**src/rtl/psd_pkg.sv**
```systemverilog
// Shared types and constants for the PackBits segment decoder.
// No dependencies; packbits_segment_decoder and psd_res_fifo refer to this package by scope.
`default_nettype none

package psd_pkg;

	// Configuration register indexes
	localparam logic [1:0] CFG_NUM_SEGMENTS      = 2'd0;
	localparam logic [1:0] CFG_SAMPLES_PER_PIXEL = 2'd1;
	localparam logic [1:0] CFG_PLANAR_MODE       = 2'd2;
	localparam logic [1:0] CFG_SEGMENT_BYTES     = 2'd3;

	localparam int CFG_DATA_W = 17;
	localparam int ADDR_W     = 20;
	localparam int COUNT_W    = 17;

	// Result queue
	localparam int RES_FIFO_DEPTH = 4;
	localparam int RES_PTR_W      = $clog2(RES_FIFO_DEPTH);
	localparam int RES_CNT_W      = $clog2(RES_FIFO_DEPTH + 1);

	// PackBits parser state
	typedef enum logic [1:0] {
		PM_HEADER    = 2'd0,
		PM_LITERAL   = 2'd1,
		PM_REPLICATE = 2'd2
	} parse_mode_t;

	// One decoded run
	typedef struct packed {
		logic [7:0]         value;
		logic [COUNT_W-1:0] count;
		logic [ADDR_W-1:0]  dest_address;
		logic [3:0]         stride;
		logic               segment_last;
		logic               missing_data;
	} res_t;

	// 4-bit divide table: entry {dividend, divisor} holds {quotient, remainder}.
	// Divisor zero entries are unused and read as zero.
	typedef logic [255:0][7:0] div_tab_t;

	function automatic div_tab_t build_div_tab();
		div_tab_t   t;
		logic [3:0] q;
		logic [3:0] r;
		t = '0;
		for (int b = 1; b < 16; b++) begin
			q = 4'd0;
			r = 4'd0;
			for (int i = 0; i < 16; i++) begin
				t[8'(i * 16 + b)] = {q, r};
				if (r == 4'(b - 1)) begin
					r = 4'd0;
					q = q + 4'd1;
				end else begin
					r = r + 4'd1;
				end
			end
		end
		return t;
	endfunction

	localparam div_tab_t DIV_TAB = build_div_tab();

endpackage

`default_nettype wire

```
**src/rtl/psd_if.sv**
```systemverilog
// Stream interfaces of the PackBits segment decoder: compressed bytes in,
// decoded runs out. Depends on nothing.
`default_nettype none

interface psd_in_if;
	logic       valid;
	logic       ready;
	logic [7:0] data_byte;
	logic       segment_start;
	logic       data_end;

	modport source(output valid, data_byte, segment_start, data_end, input ready);
	modport sink(input valid, data_byte, segment_start, data_end, output ready);
endinterface

interface psd_out_if;
	logic        valid;
	logic        ready;
	logic [7:0]  value;
	logic [16:0] count;
	logic [19:0] dest_address;
	logic [3:0]  stride;
	logic        segment_last;
	logic        missing_data;

	modport source(output valid, value, count, dest_address, stride, segment_last,
		missing_data, input ready);
	modport sink(input valid, value, count, dest_address, stride, segment_last,
		missing_data, output ready);
endinterface

`default_nettype wire

```
**src/rtl/packbits_segment_decoder.sv**
```systemverilog
// PackBits segment decoder. A byte is held in the input register; its runs are written
// into the result queue and offered on the output port from there.
// Throughput: one byte per cycle while the queue has room; the output moves one run per
// cycle while ready is high, so a byte that yields two runs needs two output transfers.
// The 4-entry result queue sets the input back-pressure: a byte waits while more
// than two runs are queued.
// Reset (arst_n low, async): config to defaults, no segment open, queue empty.
// Depends on psd_pkg, psd_if and psd_res_fifo.
`default_nettype none

module packbits_segment_decoder #(
	parameter int MAX_SEGMENT_BYTES = 65536,
	parameter int MAX_SEGMENTS      = 15
) (
	input  wire logic                            clk,
	input  wire logic                            arst_n,
	input  wire logic                            cfg_we,
	input  wire logic [1:0]                      cfg_index,
	input  wire logic [psd_pkg::CFG_DATA_W-1:0]  cfg_data,
	psd_in_if.sink                               byte_stream,
	psd_out_if.source                            run_stream
);

	localparam int SEGB_CAP = (MAX_SEGMENT_BYTES < 131071) ? MAX_SEGMENT_BYTES : 131071;
	localparam int BL_W     = $clog2(SEGB_CAP + 1);
	localparam int SI_W     = $clog2(MAX_SEGMENTS + 1);
	localparam int SEGB_RST = (65536 < SEGB_CAP) ? 65536 : SEGB_CAP;
	localparam int AW       = psd_pkg::ADDR_W;
	localparam int CW       = psd_pkg::COUNT_W;

	// Configuration registers
	logic [3:0]  num_segments_q;
	logic [3:0]  samples_per_pixel_q;
	logic        planar_mode_q;
	logic [16:0] segment_bytes_q;

	always_ff @(posedge clk or negedge arst_n) begin
		if (!arst_n) begin
			num_segments_q      <= 4'd1;
			samples_per_pixel_q <= 4'd1;
			planar_mode_q       <= 1'b0;
			segment_bytes_q     <= 17'd65536;
		end else if (cfg_we) begin
			case (cfg_index)
				psd_pkg::CFG_NUM_SEGMENTS:      num_segments_q      <= cfg_data[3:0];
				psd_pkg::CFG_SAMPLES_PER_PIXEL: samples_per_pixel_q <= cfg_data[3:0];
				psd_pkg::CFG_PLANAR_MODE:       planar_mode_q       <= cfg_data[0];
				psd_pkg::CFG_SEGMENT_BYTES:     segment_bytes_q     <= cfg_data;
				default: ;
			endcase
		end
	end

	// Effective layout values, registered from the configuration registers
	logic [3:0]      eff_nseg;
	logic [3:0]      eff_spp;
	logic [7:0]      nseg_div;
	logic [3:0]      eff_bps;
	logic [BL_W-1:0] eff_segb;

	logic [3:0]      nseg_q;
	logic [3:0]      bps_q;
	logic [3:0]      stride_q;
	logic [BL_W-1:0] segb_q;
	logic [AW-1:0]   seg_inc_q;

	always_comb begin
		eff_nseg = (num_segments_q == 4'd0) ? 4'd1 : num_segments_q;
		if (int'(eff_nseg) > MAX_SEGMENTS) begin
			eff_nseg = 4'(MAX_SEGMENTS);
		end
		eff_spp  = (samples_per_pixel_q == 4'd0) ? 4'd1 : samples_per_pixel_q;
		nseg_div = psd_pkg::DIV_TAB[{eff_nseg, eff_spp}];
		// a sample count that does not divide the segments gives one byte per sample
		eff_bps  = (nseg_div[3:0] != 4'd0) ? 4'd1 : nseg_div[7:4];
		if (segment_bytes_q == 17'd0) begin
			eff_segb = BL_W'(1);
		end else if (int'(segment_bytes_q) > SEGB_CAP) begin
			eff_segb = BL_W'(SEGB_CAP);
		end else begin
			eff_segb = BL_W'(segment_bytes_q);
		end
	end

	always_ff @(posedge clk or negedge arst_n) begin
		if (!arst_n) begin
			nseg_q    <= 4'd1;
			bps_q     <= 4'd1;
			stride_q  <= 4'd1;
			segb_q    <= BL_W'(SEGB_RST);
			seg_inc_q <= AW'(1);
		end else begin
			nseg_q    <= eff_nseg;
			bps_q     <= eff_bps;
			stride_q  <= planar_mode_q ? eff_bps : eff_nseg;
			segb_q    <= eff_segb;
			seg_inc_q <= planar_mode_q ? AW'(eff_bps) * AW'(eff_segb) : AW'(eff_bps);
		end
	end

	// Input register
	logic       v_s1;
	logic [7:0] byte_s1;
	logic       start_s1;
	logic       end_s1;
	logic       room2;
	logic       go_s1;

	assign go_s1             = v_s1 && room2;
	assign byte_stream.ready = !v_s1 || room2;

	always_ff @(posedge clk or negedge arst_n) begin
		if (!arst_n) begin
			v_s1 <= 1'b0;
		end else if (byte_stream.ready) begin
			v_s1 <= byte_stream.valid;
		end
	end

	always_ff @(posedge clk) begin
		if (byte_stream.valid && byte_stream.ready) begin
			byte_s1  <= byte_stream.data_byte;
			start_s1 <= byte_stream.segment_start;
			end_s1   <= byte_stream.data_end;
		end
	end

	// Decoder state
	logic [SI_W-1:0]      seg_idx_q;
	logic [AW-1:0]        wa_q;
	logic [BL_W-1:0]      bl_q;
	psd_pkg::parse_mode_t pm_q;
	logic [7:0]           rl_q;
	logic [7:0]           rc_q;
	logic                 miss_q;

	// Start address of the segment about to open
	logic [7:0]    seg_div;
	logic [AW-1:0] open_wa;

	assign seg_div = psd_pkg::DIV_TAB[{4'(seg_idx_q), bps_q}];
	assign open_wa = AW'(seg_div[7:4] * seg_inc_q) + AW'(bps_q - 4'd1 - seg_div[3:0]);

	// One byte: close on start, open, parse or emit, close on end
	logic [SI_W-1:0]      n_seg_idx;
	logic [AW-1:0]        n_wa;
	logic [BL_W-1:0]      n_bl;
	psd_pkg::parse_mode_t n_pm;
	logic [7:0]           n_rl;
	logic [7:0]           n_rc;
	logic                 n_miss;
	logic [CW-1:0]        rep_cnt;
	psd_pkg::res_t        res_a;
	psd_pkg::res_t        res_b;
	psd_pkg::res_t        res_c;
	logic                 va;
	logic                 vb;
	logic                 vc;

	always_comb begin
		n_seg_idx = seg_idx_q;
		n_wa      = wa_q;
		n_bl      = bl_q;
		n_pm      = pm_q;
		n_rl      = rl_q;
		n_rc      = rc_q;
		n_miss    = miss_q;
		rep_cnt   = (CW'(rc_q) > CW'(bl_q)) ? CW'(bl_q) : CW'(rc_q);
		if (rep_cnt == '0) begin
			rep_cnt = CW'(1);
		end
		res_a = '0;
		res_b = '0;
		res_c = '0;
		va    = 1'b0;
		vb    = 1'b0;
		vc    = 1'b0;

		if (start_s1) begin
			// previous segment still open: zero fill the rest
			if (bl_q != '0) begin
				n_miss             = 1'b1;
				va                 = 1'b1;
				res_a.count        = CW'(bl_q);
				res_a.dest_address = wa_q;
				res_a.stride       = stride_q;
				res_a.segment_last = 1'b1;
				res_a.missing_data = 1'b1;
			end
			n_pm = psd_pkg::PM_HEADER;
			n_rl = 8'd0;
			n_rc = 8'd0;
			n_bl = '0;
			if (4'(seg_idx_q) < nseg_q) begin
				n_wa      = open_wa;
				n_bl      = segb_q;
				n_seg_idx = seg_idx_q + SI_W'(1);
			end
		end

		if (n_bl != '0) begin
			case (n_pm)
				psd_pkg::PM_LITERAL: begin
					vb                 = 1'b1;
					res_b.value        = byte_s1;
					res_b.count        = CW'(1);
					res_b.dest_address = n_wa;
					res_b.stride       = stride_q;
					res_b.segment_last = n_bl == BL_W'(1);
					res_b.missing_data = n_miss;
					n_wa               = n_wa + AW'(stride_q);
					n_bl               = n_bl - BL_W'(1);
					if (n_rl != 8'd0) begin
						n_rl = n_rl - 8'd1;
					end
					if (n_rl == 8'd0) begin
						n_pm = psd_pkg::PM_HEADER;
					end
				end
				psd_pkg::PM_REPLICATE: begin
					vb                 = 1'b1;
					res_b.value        = byte_s1;
					res_b.count        = rep_cnt;
					res_b.dest_address = n_wa;
					res_b.stride       = stride_q;
					res_b.segment_last = n_bl == BL_W'(rep_cnt);
					res_b.missing_data = n_miss;
					n_wa               = n_wa + AW'(rep_cnt[7:0]) * AW'(stride_q);
					n_bl               = n_bl - BL_W'(rep_cnt);
					n_pm               = psd_pkg::PM_HEADER;
				end
				psd_pkg::PM_HEADER: begin
					if (byte_s1 < 8'd128) begin
						n_rl = byte_s1 + 8'd1;
						n_pm = psd_pkg::PM_LITERAL;
					end else if (byte_s1 > 8'd128) begin
						n_rc = 8'(9'd257 - {1'b0, byte_s1});
						n_pm = psd_pkg::PM_REPLICATE;
					end else begin
						n_pm = psd_pkg::PM_HEADER;
					end
				end
				default: n_pm = psd_pkg::PM_HEADER;
			endcase
		end

		if (end_s1) begin
			// data ran out: zero fill what is left
			if (n_bl != '0) begin
				n_miss             = 1'b1;
				vc                 = 1'b1;
				res_c.count        = CW'(n_bl);
				res_c.dest_address = n_wa;
				res_c.stride       = stride_q;
				res_c.segment_last = 1'b1;
				res_c.missing_data = 1'b1;
				n_bl               = '0;
			end
			n_pm = psd_pkg::PM_HEADER;
			n_rl = 8'd0;
		end
	end

	always_ff @(posedge clk or negedge arst_n) begin
		if (!arst_n) begin
			seg_idx_q <= '0;
			wa_q      <= '0;
			bl_q      <= '0;
			pm_q      <= psd_pkg::PM_HEADER;
			rl_q      <= 8'd0;
			rc_q      <= 8'd0;
			miss_q    <= 1'b0;
		end else if (go_s1) begin
			seg_idx_q <= n_seg_idx;
			wa_q      <= n_wa;
			bl_q      <= n_bl;
			pm_q      <= n_pm;
			rl_q      <= n_rl;
			rc_q      <= n_rc;
			miss_q    <= n_miss;
		end
	end

	// Pack the runs of this byte into queue slots, in order
	psd_pkg::res_t [1:0] wdata;
	logic [1:0]          push_num;

	always_comb begin
		wdata[0] = va ? res_a : (vb ? res_b : res_c);
		wdata[1] = (va && vb) ? res_b : res_c;
		push_num = go_s1 ? (2'(va) + 2'(vb) + 2'(vc)) : 2'd0;
	end

	psd_res_fifo u_res_fifo (
		.clk        (clk),
		.arst_n     (arst_n),
		.push_num   (push_num),
		.wdata      (wdata),
		.room2      (room2),
		.run_stream (run_stream)
	);

endmodule

`default_nettype wire

```
**src/rtl/psd_res_fifo.sv**
```systemverilog
// Result queue: takes up to two runs per cycle, hands out one per transfer.
// Depends on psd_pkg and psd_out_if.
`default_nettype none

module psd_res_fifo (
	input  wire logic                  clk,
	input  wire logic                  arst_n,
	input  wire logic [1:0]            push_num,
	input  wire psd_pkg::res_t [1:0]   wdata,
	output logic                       room2,
	psd_out_if.source                  run_stream
);

	psd_pkg::res_t mem_q [psd_pkg::RES_FIFO_DEPTH];

	logic [psd_pkg::RES_PTR_W-1:0] wr_ptr_q;
	logic [psd_pkg::RES_PTR_W-1:0] rd_ptr_q;
	logic [psd_pkg::RES_CNT_W-1:0] cnt_q;
	logic                          pop;
	psd_pkg::res_t                 head;

	assign pop   = run_stream.valid && run_stream.ready;
	assign room2 = cnt_q <= psd_pkg::RES_CNT_W'(psd_pkg::RES_FIFO_DEPTH - 2);

	// Storage: slot 0 at the write pointer, slot 1 right behind it
	always_ff @(posedge clk) begin
		if (push_num != 2'd0) begin
			mem_q[wr_ptr_q] <= wdata[0];
		end
		if (push_num == 2'd2) begin
			mem_q[wr_ptr_q + psd_pkg::RES_PTR_W'(1)] <= wdata[1];
		end
	end

	// Pointers and fill level
	always_ff @(posedge clk or negedge arst_n) begin
		if (!arst_n) begin
			wr_ptr_q <= '0;
			rd_ptr_q <= '0;
			cnt_q    <= '0;
		end else begin
			wr_ptr_q <= wr_ptr_q + psd_pkg::RES_PTR_W'(push_num);
			if (pop) begin
				rd_ptr_q <= rd_ptr_q + psd_pkg::RES_PTR_W'(1);
			end
			cnt_q <= cnt_q + psd_pkg::RES_CNT_W'(push_num) - psd_pkg::RES_CNT_W'(pop);
		end
	end

	// Head of queue drives the output channel
	assign head                    = mem_q[rd_ptr_q];
	assign run_stream.valid        = cnt_q != '0;
	assign run_stream.value        = head.value;
	assign run_stream.count        = head.count;
	assign run_stream.dest_address = head.dest_address;
	assign run_stream.stride       = head.stride;
	assign run_stream.segment_last = head.segment_last;
	assign run_stream.missing_data = head.missing_data;

endmodule

`default_nettype wire
```
**src/flat_wrapper.sv**
```systemverilog
// flat-port wrapper written by rule: the top's interface ports become plain ports
module packbits_segment_decoder_flat 
#(
	parameter int MAX_SEGMENT_BYTES = 65536,
	parameter int MAX_SEGMENTS      = 15
)
  (clk, arst_n, cfg_we, cfg_index, cfg_data, byte_stream_valid, byte_stream_data_byte, byte_stream_segment_start, byte_stream_data_end, byte_stream_ready, run_stream_valid, run_stream_value, run_stream_count, run_stream_dest_address, run_stream_stride, run_stream_segment_last, run_stream_missing_data, run_stream_ready);
  psd_in_if byte_stream_i ();
  psd_out_if run_stream_i ();
  input  wire logic clk;
  input  wire logic arst_n;
  input  wire logic cfg_we;
  input  wire logic [1:0] cfg_index;
  input  wire logic [psd_pkg::CFG_DATA_W-1:0] cfg_data;
  input wire logic [$bits(byte_stream_i.valid)-1:0] byte_stream_valid;
  input wire logic [$bits(byte_stream_i.data_byte)-1:0] byte_stream_data_byte;
  input wire logic [$bits(byte_stream_i.segment_start)-1:0] byte_stream_segment_start;
  input wire logic [$bits(byte_stream_i.data_end)-1:0] byte_stream_data_end;
  output wire logic [$bits(byte_stream_i.ready)-1:0] byte_stream_ready;
  output wire logic [$bits(run_stream_i.valid)-1:0] run_stream_valid;
  output wire logic [$bits(run_stream_i.value)-1:0] run_stream_value;
  output wire logic [$bits(run_stream_i.count)-1:0] run_stream_count;
  output wire logic [$bits(run_stream_i.dest_address)-1:0] run_stream_dest_address;
  output wire logic [$bits(run_stream_i.stride)-1:0] run_stream_stride;
  output wire logic [$bits(run_stream_i.segment_last)-1:0] run_stream_segment_last;
  output wire logic [$bits(run_stream_i.missing_data)-1:0] run_stream_missing_data;
  input wire logic [$bits(run_stream_i.ready)-1:0] run_stream_ready;
  assign byte_stream_i.valid = byte_stream_valid;
  assign byte_stream_i.data_byte = byte_stream_data_byte;
  assign byte_stream_i.segment_start = byte_stream_segment_start;
  assign byte_stream_i.data_end = byte_stream_data_end;
  assign byte_stream_ready = byte_stream_i.ready;
  assign run_stream_valid = run_stream_i.valid;
  assign run_stream_value = run_stream_i.value;
  assign run_stream_count = run_stream_i.count;
  assign run_stream_dest_address = run_stream_i.dest_address;
  assign run_stream_stride = run_stream_i.stride;
  assign run_stream_segment_last = run_stream_i.segment_last;
  assign run_stream_missing_data = run_stream_i.missing_data;
  assign run_stream_i.ready = run_stream_ready;
  packbits_segment_decoder #(.MAX_SEGMENT_BYTES(MAX_SEGMENT_BYTES), .MAX_SEGMENTS(MAX_SEGMENTS)) u_core (.clk(clk), .arst_n(arst_n), .cfg_we(cfg_we), .cfg_index(cfg_index), .cfg_data(cfg_data), .byte_stream(byte_stream_i), .run_stream(run_stream_i));
endmodule
```
**config.mk**
```make
export PLATFORM = sky130hd
export DESIGN_NAME = packbits_segment_decoder_flat
export DESIGN_NICKNAME = d
export VERILOG_FILES = /design/src/rtl/psd_pkg.sv /design/src/rtl/psd_if.sv /design/src/rtl/packbits_segment_decoder.sv /design/src/rtl/psd_res_fifo.sv /design/src/flat_wrapper.sv
export SDC_FILE = /design/constraint.sdc
export NUM_CORES = 1
export LEC_CHECK = 0
export ABC_AREA = 1
export BUFFER_PORTS_ARGS = -buffer_cell sky130_fd_sc_hd__buf_2
export CAP_MARGIN = 20
export CORE_UTILIZATION = 25
export CTS_BUF_LIST = sky130_fd_sc_hd__clkbuf_8 sky130_fd_sc_hd__clkbuf_16
export CTS_CLUSTER_DIAMETER = 120
export DETAILED_ROUTE_END_ITERATION = 7
export PLACE_DENSITY = 0.43
export REMOVE_ABC_BUFFERS = 1
export SETUP_SLACK_MARGIN = 0.4
export SLEW_MARGIN = 20
export SYNTH_ARGS = -nofsm -noshare
export SYNTH_HDL_FRONTEND = slang
export SYNTH_SLANG_ARGS = --single-unit
```
**constraint.sdc**
```tcl
create_clock -name clk -period 9.91 [get_ports clk]
set_clock_uncertainty 0.15 [all_clocks]
set_input_delay 1.982 -clock clk [delete_from_list [all_inputs] [get_ports clk]]
set_output_delay 1.982 -clock clk [all_outputs]
set_load 0.03 [all_outputs]
```
Yosys cells after proc, flatten, opt, wreduce, memory -nomap -nowiden
Memory sizes are Yosys's and may differ from the RTL's. Cells that the tools add are included.

Input port bits: 34. Memory bits (writable): 204. ROM bits: 4096. Memories: 3. Flip-flop bits (word level): 153. Word-level logic and storage cells: 154.

$lt $le $gt $ge: 8. Multiplexer cells: 65. Add/sub/neg operators: 18. Eq/ne operators: 8. $mul: 3. Reductions and logical operators: 26.

Memories: (no name shown) (depth 256, bits a word 8, read ports 1, clocked after memory_dff 0, wr ports 0, RTL line packbits_segment_decoder.sv:141) `assign seg_div = psd_pkg::DIV_TAB[{4'(seg_idx_q), bps_q}];`; (no name shown) (depth 256, bits a word 8, read ports 1, clocked after memory_dff 0, wr ports 0, RTL line packbits_segment_decoder.sv:73) `nseg_div = psd_pkg::DIV_TAB[{eff_nseg, eff_spp}];`; u_core.u_res_fifo.mem_q (depth 4, bits a word 51, read ports 1, clocked after memory_dff 0, wr ports 2, RTL line psd_res_fifo.sv:14) `psd_pkg::res_t mem_q [psd_pkg::RES_FIFO_DEPTH];`.

Operator list (number): $mux W51 (4); $mux W43 (4); $mux W17 (9); $mux W8 (14); $pmux W51 S2 (1); $mux W20 (4); $reduce_bool A17 Y1 (3); $pmux W20 S2 (1); $logic_not A17 Y1 (2); $pmux W17 S2 (1); $add A20 B12 Y20 (1); $add A20 B20 Y20 (1); $add A20 B4 Y20 (1); $mul A4 B17 Y20 (1); $mul A4 B20 Y20 (1); $sub A20 B4 Y20 (1); $lt A8 B9 Y1 const B (2); $eq A17 B1 Y1 const B (1); $eq A17 B17 Y1 (1); $gt A17 B17 Y1 const B (1); $gt A8 B17 Y1 (1); $sub A17 B1 Y17 const B (1); $sub A17 B17 Y17 (1); $mux W4 (4); other kinds (35) (67).

Depth between registers and ports, before layout
Word-level depth: 15. Gate-level depth with buffers: 45. Mapped depth without buffers: 45.

Hierarchy
From an unflattened synthesis, not the netlist that was laid out.

Cell total of the unflattened synthesis: 4018. Area, all modules: 28763.8 um^2.

Modules (own cells, without submodules): packbits_segment_decoder (area each 17531.8 um^2, seq. area each 3688.5 um^2, cells an instance 2632, instances 1); psd_res_fifo (area each 11232.0 um^2, seq. area each 6301.0 um^2, cells an instance 1386, instances 1).

Worst setup path before layout
OpenSTA, ideal clock, no wires.

Kind: reg2reg. Start point: register u_core.bl_q[4]. End point: memory u_core.u_res_fifo.mem_q[0][0] in the netlist's numbering (enable). Setup time: 0.530 ns. Period minus slack after synthesis: 9.193 ns. Data required time: 9.230 ns. Stages on the path, launching flop included: 35. Path slack: 0.717 ns. Arrival time: 8.512 ns. Cells stage by stage: dfrtp_1 > inv_1 > ha_1 > a21oi_1 > o21ai_0 > a21oi_1 > o22ai_1 > nand2_1 > clkbuf_1 > nand2_1 > nand2_1 > inv_1 > nand4_1 > nand2_1 > ha_1 > fa_1 > o21ai_0 > nand3_1 > nand3_1 > a21o_1 > a21oi_1 > o21ai_0 > nand2_1 > nand2_2 > nand2_2 > nor2_1 > nand2_1 > nor2_4 > nand3_4 > nand2_4 > buf_6 > fa_1 > nor2_1 > nor2_1 > o21ai_0.

RTL lines: start: declaration (RTL line packbits_segment_decoder.sv:131) `logic [BL_W-1:0] bl_q;`; start signal: assignment (RTL line packbits_segment_decoder.sv:276) `bl_q <= n_bl;`; end: declaration (RTL line psd_res_fifo.sv:14).

==> impl_metrics.env <==
export IMPL_synthSimpleGateAreaFrac_pct=27.44
export IMPL_cp_arrival_ps=8840
export IMPL_postCtsHoldBufs=0
export IMPL_synth_top_family_by_area="simple AND/OR/NAND/NOR gates"
export IMPL_required_ps=10250
export IMPL_drive_above_1_share_pct=8.668
export IMPL_hold_viol=0
export IMPL_synth_area_top_cells="edfxtp_1, dfrtp_1, nand2_1"
export IMPL_overflow=0
export IMPL_synth_area_um2=28010
export IMPL_die_h_um=336.7
export IMPL_synth_adder_area_share_pct=12.84
export IMPL_tightest_slew_ps=1002
export IMPL_synth_compound_area_share_pct=13.81
export IMPL_yosysUniqueCellTypes=65
export IMPL_num_vias=25410
export IMPL_place_area_um2=30030
export IMPL_synth_cells=3765
export IMPL_synth_ff_type="edfxtp_1"
export IMPL_crit_type="reg -> reg"
export IMPL_yosysSeqAreaShare_pct=35.66
export IMPL_vias_per_cell=4.777
export IMPL_fmax_ghz=0.1176
export IMPL_critPathLaunch="u_core.bps_q[0]$_DFF_PN1_"
export IMPL_dp_hpwl_um=68590
export IMPL_hold_ws_ps=293.3
export IMPL_crit_top_cell="nand2_1"
export IMPL_grt_start_max_net_pins=83
export IMPL_nFillCells=12200
export IMPL_worstReg2RegStart="u_core.bps_q[0]$_DFF_PN1_"
export IMPL_dieArea_um2=113400
export IMPL_outcome="finished, final reports clean"
export IMPL_initial_core_util_pct=25.28
export IMPL_pin_count=87
export IMPL_rsz0062_at_grt="no"
export IMPL_clk_path_buf_depth=3
export IMPL_tns_ps=0
export IMPL_wirelength_um=96640
export IMPL_grt_pass1_wl_um=148200
export IMPL_grt_pass1_vias=24200
export IMPL_drv_slew=0
export IMPL_fin_area_um2=31580
export IMPL_gp_congestion=0.8731
export IMPL_drc=0
export IMPL_antenna_found_initial=1
export IMPL_portBuffers=86
export IMPL_synth_top_area_cell="edfxtp_1"
export IMPL_relSlewSlack_pct=32.33
export IMPL_max_cap_violations=0
export IMPL_worst_slack_ps=1406
export IMPL_core_area_um2=110800
export IMPL_fin_crit_sh_pct=85.82
export IMPL_avgSynthCellArea_um2=7.440
export IMPL_synthArstFlopShare_pct=39.89
export IMPL_max_stage_delay_ps=580
export IMPL_synth_edf_count=214
export IMPL_crit_path_top_delay_cell="dfstp_2"
export IMPL_h_tree_depth=2
export IMPL_rows=122
export IMPL_cts_tree="yes"
export IMPL_synth_area_mux_share_pct=0.1608
export IMPL_cts_sinks=356
export IMPL_num_antenna_cells=0
export IMPL_end_kind="register"
export IMPL_min_period_ps=8504
export IMPL_postCtsResizedCells=0
export IMPL_nNetsFinal=4055
export IMPL_setup_violations=0
export IMPL_yosysWarningCount=0
export IMPL_grt_use_total_pct=16.91
export IMPL_cts_buffers=48
export IMPL_place_ws_ps=1456
export IMPL_clk_latency_ps=630
export IMPL_cp_max_fo=17
export IMPL_cts_root_buf="clkbuf_16"
export IMPL_post_cts_buffers=0
export IMPL_synth_seq_cells=356
export IMPL_area_delta_synth_final_pct=12.73
export IMPL_synth_xor_area_share_pct=1.094
export IMPL_hold_start="u_core.segment_bytes_q[16]$_DFFE_PN1P_"
export IMPL_dr_first_iter_drc_count=1949
export IMPL_avgRoutedWirePerCell_um=18.17
export IMPL_clkSlewWorstSetupHoldPaths_ps=60
export IMPL_startpoint_type="register"
export IMPL_hp_class="reg -> reg"
export IMPL_die_x_um=336.7
export IMPL_first_pass_iters=7
export IMPL_antenna_left=0
export IMPL_synth_top_area_share_pct=22.94
layer usage:
| metal | share of wire (%) | wire, µm | vias up | GRT usage [%] |
|---|---|---|---|---|
| met5 | 0 | 0 | - | 0 |
| met4 | 1.8 | 1701 | 0 | 3.801 |
| met3 | 4.9 | 4704 | 97 | 1.817 |
| met2 | 45 | 43490 | 665 | 26.84 |
| met1 | 48 | 46750 | 12180 | 24.50 |
| li1 | - | - | 12470 | - |
registers in the layout, indices dropped and copies added (netlist names), 2 cells and up:
name                        flops
u_core.u_res_fifo.mem_q       204
u_core.segment_bytes_q         17
u_core.num_segments_q           4
u_core.bl_q                    17
u_core.u_res_fifo.wr_ptr_q      2
u_core.stride_q                 4
u_core.byte_s1                  8
u_core.u_res_fifo.rd_ptr_q      2
u_core.rl_q                     8
u_core.seg_inc_q               20
u_core.wa_q                    20
u_core.seg_idx_q                4
u_core.rc_q                     8
u_core.nseg_q                   4
u_core.samples_per_pixel_q      4
u_core.bps_q                    3
u_core.segb_q                  17
u_core.u_res_fifo.cnt_q         3
u_core.pm_q                     2
Yosys cell counts, types with 6 or more instances:
master	instances
nand2_1	874
nor2_1	464
inv_1	463
o21ai_0	393
nand3_1	273
edfxtp_1	214
ha_1	137
a21oi_1	136
dfrtp_1	134
clkbuf_1	118
fa_1	94
o22ai_1	72
nand4_1	43
nand2_2	36
nor3_1	32
xor2_1	25
a31oi_1	21
o21ai_1	19
nand2_4	18
o211ai_1	16
buf_2	13
or2_2	13
nor2_2	11
clkinv_1	10
xnor2_1	10
buf_1	9
buf_4	9
dfstp_2	8
nor4_1	8
a21o_1	7
o21bai_1	6
final cells by class:
type / count / area [µm²] / area share (%)
well taps: 1488 / 1862 / 5.895
repair buffers: 125 / 767.0 / 2.429
multi-input cells: 2779 / 15600 / 49.41
flip-flops and latches: 356 / 9991 / 31.64
clock buffers: 55 / 1297 / 4.109
clock inverters: 35 / 249.0 / 0.7884
inverters: 480 / 1810 / 5.733
cell usage in the layout, fill, tap and decap left out, types with 85 or more instances in the layout:
cell type / n
nand2_1: 874
inv_1: 476
nor2_1: 458
o21ai_0: 389
nand3_1: 272
edfxtp_1: 214
ha_1: 137
a21oi_1: 136
dfrtp_1: 133
fa_1: 94
buf_2: 85
cell families (layout without fill, tap and decap cells):
group,after synthesis,count (layout)
AND/OR/NAND/NOR,1793,1793
AO/OA/AOI/OAI,708,708
buffers and inverters,637,695
flip-flops,356,356
adder cells (fa/ha/maj),231,231
XOR/XNOR,35,35
multiplexers,4,4
other,1,8
final timing paths:
| check | endpoint | slack (ps) | cells past startpoint |
|---|---|---|---|
| max reg2reg | u_core.u_res_fifo.mem_q[3][22]$_DFFE_PP_ | 1410 | 41 |
| min in group asynchronous | u_core.u_res_fifo.cnt_q[0]$_DFF_PN0_ | 1150 | 1 |
| min reg2reg | u_core.segb_q[16]$_DFF_PN1_ | 290 | 0 |
| max | u_core.u_res_fifo.mem_q[3][22]$_DFFE_PP_ | 1410 | 41 |
| min | u_core.segb_q[16]$_DFF_PN1_ | 290 | 0 |
| max in group asynchronous | u_core.segb_q[8]$_DFF_PN0_ | 6500 | 3 |
per-stage QoR:
| stage | std cells | util [%] |
|---|---|---|
| finish | 5318 | 28.50 |
| global route | 5318 | 28.50 |
| CTS | 5318 | 28.49 |
| detailed placement | 5228 | 27.10 |
| global placement | 5228 | 27.10 |
| floorplan | 3615 | - |
critical path, delay by kind of cell, from the launching register on:
| kind | cells | cell delay [ps] |
|---|---|---|
| adder cells (fa/ha/maj) | 8 | 3050 |
| AND/OR/NAND/NOR | 16 | 2120 |
| AO/OA/AOI/OAI | 9 | 1610 |
| buffers and inverters | 7 | 720 |
| XOR/XNOR | 1 | 130 |
| flip-flops | 1 | 580 |
Power is not shown: default switching activity piles up to over one toggle a cycle in this logic, so the estimate is an artifact.
